File: src/hw/rtl/pcst_pkg.sv
// Package for the producer/consumer shadow tracker.
// Holds the op codes, the shadow entry layout and the record types used across the modules.
// No dependencies.
package pcst_pkg;

    localparam int TIME_W  = 48;
    localparam int SEQ_W   = 32;
    localparam int BADDR_W = 16;

    localparam logic [1:0] OP_TICK  = 2'd0;
    localparam logic [1:0] OP_WRITE = 2'd1;
    localparam logic [1:0] OP_READ  = 2'd2;

    // One shadow table entry per tracked byte.
    typedef struct packed {
        logic              produced;
        logic [TIME_W-1:0] ptime;
        logic [SEQ_W-1:0]  pseq;
        logic [SEQ_W-1:0]  cseq;
    } t_entry;

    // One consumption record.
    typedef struct packed {
        logic [BADDR_W-1:0] baddr;
        logic [TIME_W-1:0]  ptime;
        logic [TIME_W-1:0]  ctime;
        logic [SEQ_W-1:0]   pseq;
        logic [SEQ_W-1:0]   cseq;
    } t_rec;

    // Commands from the sequencer to the record buffer.
    typedef struct packed {
        logic push;
        logic flush;
    } t_rec_cmd;

endpackage

File: src/hw/rtl/pcst_rec_out.sv
// Record buffer: holds one pending record until the next one or the end of the
// access shows whether it is the last, then moves it to the output register.
// Depends on pcst_pkg.
module pcst_rec_out (
    input  logic               i_clk,
    input  logic               i_rst_n,
    input  pcst_pkg::t_rec_cmd i_cmd,
    input  pcst_pkg::t_rec     i_rec,
    output logic               o_ready,
    output logic               o_valid,
    input  logic               i_stall,
    output pcst_pkg::t_rec     o_rec,
    output logic               o_last
);
    import pcst_pkg::*;

    logic r_pend_vld, n_pend_vld;
    t_rec r_pend, n_pend;
    logic r_out_vld, n_out_vld;
    t_rec r_out, n_out;
    logic r_out_last, n_out_last;
    logic out_free;

    assign out_free = !r_out_vld || !i_stall;
    assign o_ready  = !r_pend_vld || out_free;

    always_comb begin
        n_pend_vld = r_pend_vld;
        n_pend     = r_pend;
        n_out_vld  = r_out_vld;
        n_out      = r_out;
        n_out_last = r_out_last;
        // drop the output once taken
        if (r_out_vld && !i_stall) begin
            n_out_vld = 1'b0;
        end
        if (i_cmd.push && o_ready) begin
            if (r_pend_vld) begin
                n_out      = r_pend;
                n_out_last = 1'b0;
                n_out_vld  = 1'b1;
            end
            n_pend     = i_rec;
            n_pend_vld = 1'b1;
        end else if (i_cmd.flush && o_ready && r_pend_vld) begin
            n_out      = r_pend;
            n_out_last = 1'b1;
            n_out_vld  = 1'b1;
            n_pend_vld = 1'b0;
        end
    end

    always_ff @(posedge i_clk) begin
        if (!i_rst_n) begin
            r_pend_vld <= 1'b0;
            r_out_vld  <= 1'b0;
        end else begin
            r_pend_vld <= n_pend_vld;
            r_out_vld  <= n_out_vld;
        end
        r_pend     <= n_pend;
        r_out      <= n_out;
        r_out_last <= n_out_last;
    end

    assign o_valid = r_out_vld;
    assign o_rec   = r_out;
    assign o_last  = r_out_last;

endmodule

File: config.mk
export PLATFORM = sky130hd
export DESIGN_NAME = pcst_rec_out
export DESIGN_NICKNAME = d
export VERILOG_FILES = /design/src/hw/rtl/pcst_pkg.sv /design/src/hw/rtl/pcst_rec_out.sv
export SDC_FILE = /design/constraint.sdc
export NUM_CORES = 1
export LEC_CHECK = 0
export ABC_AREA = 1
export BUFFER_PORTS_ARGS = -buffer_cell sky130_fd_sc_hd__buf_2
export CORE_ASPECT_RATIO = 1.25
export CORE_UTILIZATION = 33
export CTS_CLUSTER_DIAMETER = 200
export DETAILED_ROUTE_END_ITERATION = 16
export PLACE_DENSITY = 0.57
export SYNTH_ARGS = -nofsm -noshare
export SYNTH_HDL_FRONTEND = slang
export SYNTH_SLANG_ARGS = --single-unit
File: constraint.sdc
create_clock -name i_clk -period 5.24 [get_ports i_clk]
set_input_delay 0.524 -clock i_clk [delete_from_list [all_inputs] [get_ports i_clk]]
set_output_delay 0.524 -clock i_clk [all_outputs]
set_load 0.02 [all_outputs]
After elaboration in Yosys (flattened, before gate mapping)
Cells that the tools add are included.
{ "op_classes": {"eq_ne": 1, "mux": 12, "n_reduce_logical": 11} }
{ "op_table": {"columns": ["cell", "n"], "rows": [
  ["2-to-1 mux 176 bit", 3],
  ["2-to-1 mux 1 bit", 9],
  ["logical AND 1 bit", 4],
  ["logical NOT 1 bit", 3],
  ["logical OR 1 bit", 2],
  ["inequality test 2 bit, second input constant", 1],
  ["AND reduction 2 bit", 1],
  ["nonzero test 2 bit", 1]
]} }
{ "word_totals": {"reg_bits": 355, "inputBits": 181, "out_inout_bits": 179, "word_cells": 37} }

Longest topological paths before layout
{ "logic_depth": {"word_depth": 7, "ltp_mapped": 4, "depth_no_buf": 4} }

Worst setup path before layout
No wires, ideal clock.
{ "synth_timing": {"kind": "input port to flip-flop", "startpoint": "in i_stall", "endpoint": "reg r_pend[0] in the netlist's numbering, enable pin", "setup_time_ps": 528, "arrival_ps": 4184, "required_time_ps": 4712, "slack_ps": 527, "stages": 3, "path_buffers": 0, "path_cell_list": "nand3_2 nand2_1 inv_1"} }
{ "synth_via": {"elab_chain_len": 4} }
{ "synth_lines": {"columns": ["element", "line_no", "text"], "rows": [
  ["start: declaration", "pcst_rec_out.sv:11", "input logic i_stall,"],
  ["logical NOT 1 bit", "pcst_rec_out.sv:24", "assign out_free = !r_out_vld || !i_stall;"],
  ["logical OR 1 bit", "pcst_rec_out.sv:24", null],
  ["logical OR 1 bit", "pcst_rec_out.sv:25", "assign o_ready = !r_pend_vld || out_free;"],
  ["logical AND 1 bit", "pcst_rec_out.sv:37", "if (i_cmd.push && o_ready) begin"],
  ["end signal: assignment", "pcst_rec_out.sv:61", "r_pend <= n_pend;"],
  ["end: declaration", "pcst_rec_out.sv:18", "t_rec r_pend, n_pend;"]
]} }
Every way passes these cells.
A chain may end at the register's enable or synchronous reset.

Worst setup path in the final report
{ "layout_timing": {"startpoint": "reg r_out_vld, in the netlist o_valid", "endpoint": "reg r_pend[49] in the netlist's numbering, enable pin"} }
{ "layout_via": {"elab_chain_len": 4} }
{ "layout_lines": {"columns": ["element", "line_no", "text"], "rows": [
  ["start: declaration", "pcst_rec_out.sv:19", "logic r_out_vld, n_out_vld;"],
  ["start signal: assignment", "pcst_rec_out.sv:59", "r_out_vld <= n_out_vld;"],
  ["logical NOT 1 bit", "pcst_rec_out.sv:24", null],
  ["logical OR 1 bit", "pcst_rec_out.sv:24", null],
  ["logical OR 1 bit", "pcst_rec_out.sv:25", null],
  ["logical AND 1 bit", "pcst_rec_out.sv:37", null]
]} }
Every way passes these cells.

==> flow_summary.ini <==
[placement]
port_buffers = 359
postPlaceCellArea_sq_mm = 0.0131
hpwl_um = 13600
gp_congestion = 0.743

[floorplan]
start_util_pct = 33.6
ios = 360
die_area_sq_mm = 0.0331
die_h_um = 203
rows = 73
design.core.area_sq_mm = 0.0319
die_w_um = 163

[critical_path]
crit_arrival_ns = 2.28
critPathSlowestCell = inv_6
end_kind = flop
critPathKind = flop to flop
r2r-start = o_valid
cp_max_fo = 92
cp_cell_sequence = nand3_2 > nand2_1 > inv_6 > buf_12
rr_worst_depth = 4
required_ns = 5.38
critPathLaunch = o_valid
start_kind = flop
reg2reg_to = r_pend[49]
r2r_slack_ns = 3.10
crit_path_max_incr_delay_ns = 0.57

[clock_network]
htreeDepth = 2
cts_made_buffers = 35
clockRootBuffer = clkbuf_16
post_cts_buffers = 0
cts_tree = built
clk_path_buf_depth = 3
cts_sinks = 355
hold_buffers = 0
cts.clk_slew.worst_paths_ns = 0.07
ctsResizeCount = 0
clock_latency_ns = 0.52

[layout]
drive_gt1_share_pct = 52.6
fin_area_sq_mm = 0.0141
multi_input_area_sq_um = 46.3
fill_cells = 2837
syn_to_final_growth_pct = 31.9
seqCellArea_sq_mm = 0.0106
final_core_util_pct = 44.3
final_nets = 945

[logic_synthesis]
synth_top_area_share_pct = 99.1
avgSynthCellArea_sq_um = 29.2
synth_flop_cell = edfxtp_1
synthArstFlopShare_pct = 0
synth_edf_count = 353
synth_area_leaders = edfxtp_1 (99%), dfxtp_1 (0.37%), nand2_1 (0.14%)
synth.distinct_cells = 8
synth_area_sq_mm = 0.0107
yosysMostFrequentCell = edfxtp_1
ys_top_cells_by_count = edfxtp_1 (353), nand2_1 (4), inv_1 (3)
syn_inst = 366
yosysTopAreaCell = edfxtp_1
syn_nets = 547
yosysSeqAreaShare_pct = 99.5
yosys_warnings = 0
ys_ff_latch = 355

[timing]
post-route-period-util_pct = 40.8
skew_ns = 0.0134
min_period_ns = 2.14
tightest_slew_ns = 0.817
fmax_mhz = 468
tns_ns = 0
rsz0062_at_grt = false
slew_violations = 0
final_hold_viol_count = 0
holdWs_ns = 0.178
finalSetupViolCount = 0
maxSlewHeadroom_pct = 45.5

[drt]
vias_per_cell = 4.13
wire_per_inst_um = 16.9
wl_um = 20300
drtIter0Drc = 262
drtAntennaViolNets = 0
vias = 4974
post-route-drc-count = 0
drtPass1Iterations = 4

[power_and_ir_drop]
vdd_ir_drop_max_mv = 0.232
powerDensity_mw_per_mm2 = 419
p_leak_nw = 5.35

[flow_run]
maxCapViolations = 0

[status]
outcome = complete, no violations

[grt]
grt_max_degree = 93
antenna_found_initial = 6
grt_pass1_vias = 5001
grt.total_usage_pct = 11.9
gr-total-overflow = 0
grt_pass1_wl_um = 28800

[hold_path]
min_from = i_rec[170]
min_to = r_pend[170]
hold_depth = 1
min_path_type = input port to flop
==> power by group <==
| group | internal, W | switching [W] |
|---|---|---|
| registers | 0.00330 | 0.0000329 |
| logic | 0.0000925 | 0.000198 |
| clock network | 0.00128 | 0.00100 |
| total | 0.00468 | 0.00123 |
==> metal layers <==
metal	global-route usage [%]	vias up	routed length, um
li1	-	2287	-
met1	13.1	2380	7610
met3	5.10	47	2170
met5	0	-	35
met2	19.6	254	9870
met4	5.54	6	631
==> flip-flops by register name (all words and copies together) (netlist names) <==
name        flops
o_last          1
r_pend_vld      1
o_rec         176
r_pend        176
o_valid         1
==> metrics by stage <==
| step | instances | total power [W] | setup WS (ns) |
|---|---|---|---|
| after global placement | 1139 | 0.00369 | 2.79 |
| after global routing | 1202 | 0.00615 | 2.91 |
| after detailed placement | 1139 | 0.00370 | 2.78 |
| final | 1204 | 0.00592 | 3.10 |
| after floorplan | 366 | 0.00355 | 0.527 |
| after CTS | 1201 | 0.00601 | 3.08 |
==> worst max-delay path: cells and delay by family (launching register included) <==
| kind | cells | cell delay (ns) |
|---|---|---|
| buf+inv | 2 | 1.02 |
| flops | 1 | 0.33 |
| simple gates | 2 | 0.24 |
==> worst max path at each step <==
stage,endpoint
global placement,o_rec[102]
global route,r_pend[49]
finish,r_pend[49]
floorplan,r_pend[0]
detailed placement,o_rec[61]
CTS,o_rec[175]
==> kinds of logic (layout without fill, tap and decap cells) <==
logic type / count (synthesis) / in the layout / synth area share [%]
other cells: 0 / 3 / 0
compound gates: 3 / 3 / 0.199
buf+inv: 3 / 426 / 0.105
simple gates: 5 / 5 / 0.234
flops: 355 / 355 / 99.5
==> final cells by class <==
class,instances,area share [%]
multi-input cells,8,0.328
inverters,3,0.151
clock buffers,41,6.37
clock inverters,21,1.02
flip-flops and latches,355,75.4
repair buffers,361,13.0
well taps,412,3.65
diodes,3,0.0532
==> layout by cell type, fill, tap and decap left out <==
cell type,instances
clkinv_1,6
diode_2,3
a21oi_1,1
a21oi_2,1
clkinvlp_4,4
clkinv_2,7
edfxtp_1,353
nand2_1,4
dfxtp_1,2
bufinv_16,1
buf_2,359
nand3_2,1
buf_12,2
inv_6,5
clkbuf_1,6
inv_1,1
o211ai_1,1
clkbuf_16,35
No activity file was read; power rests on OpenSTA's default activity.
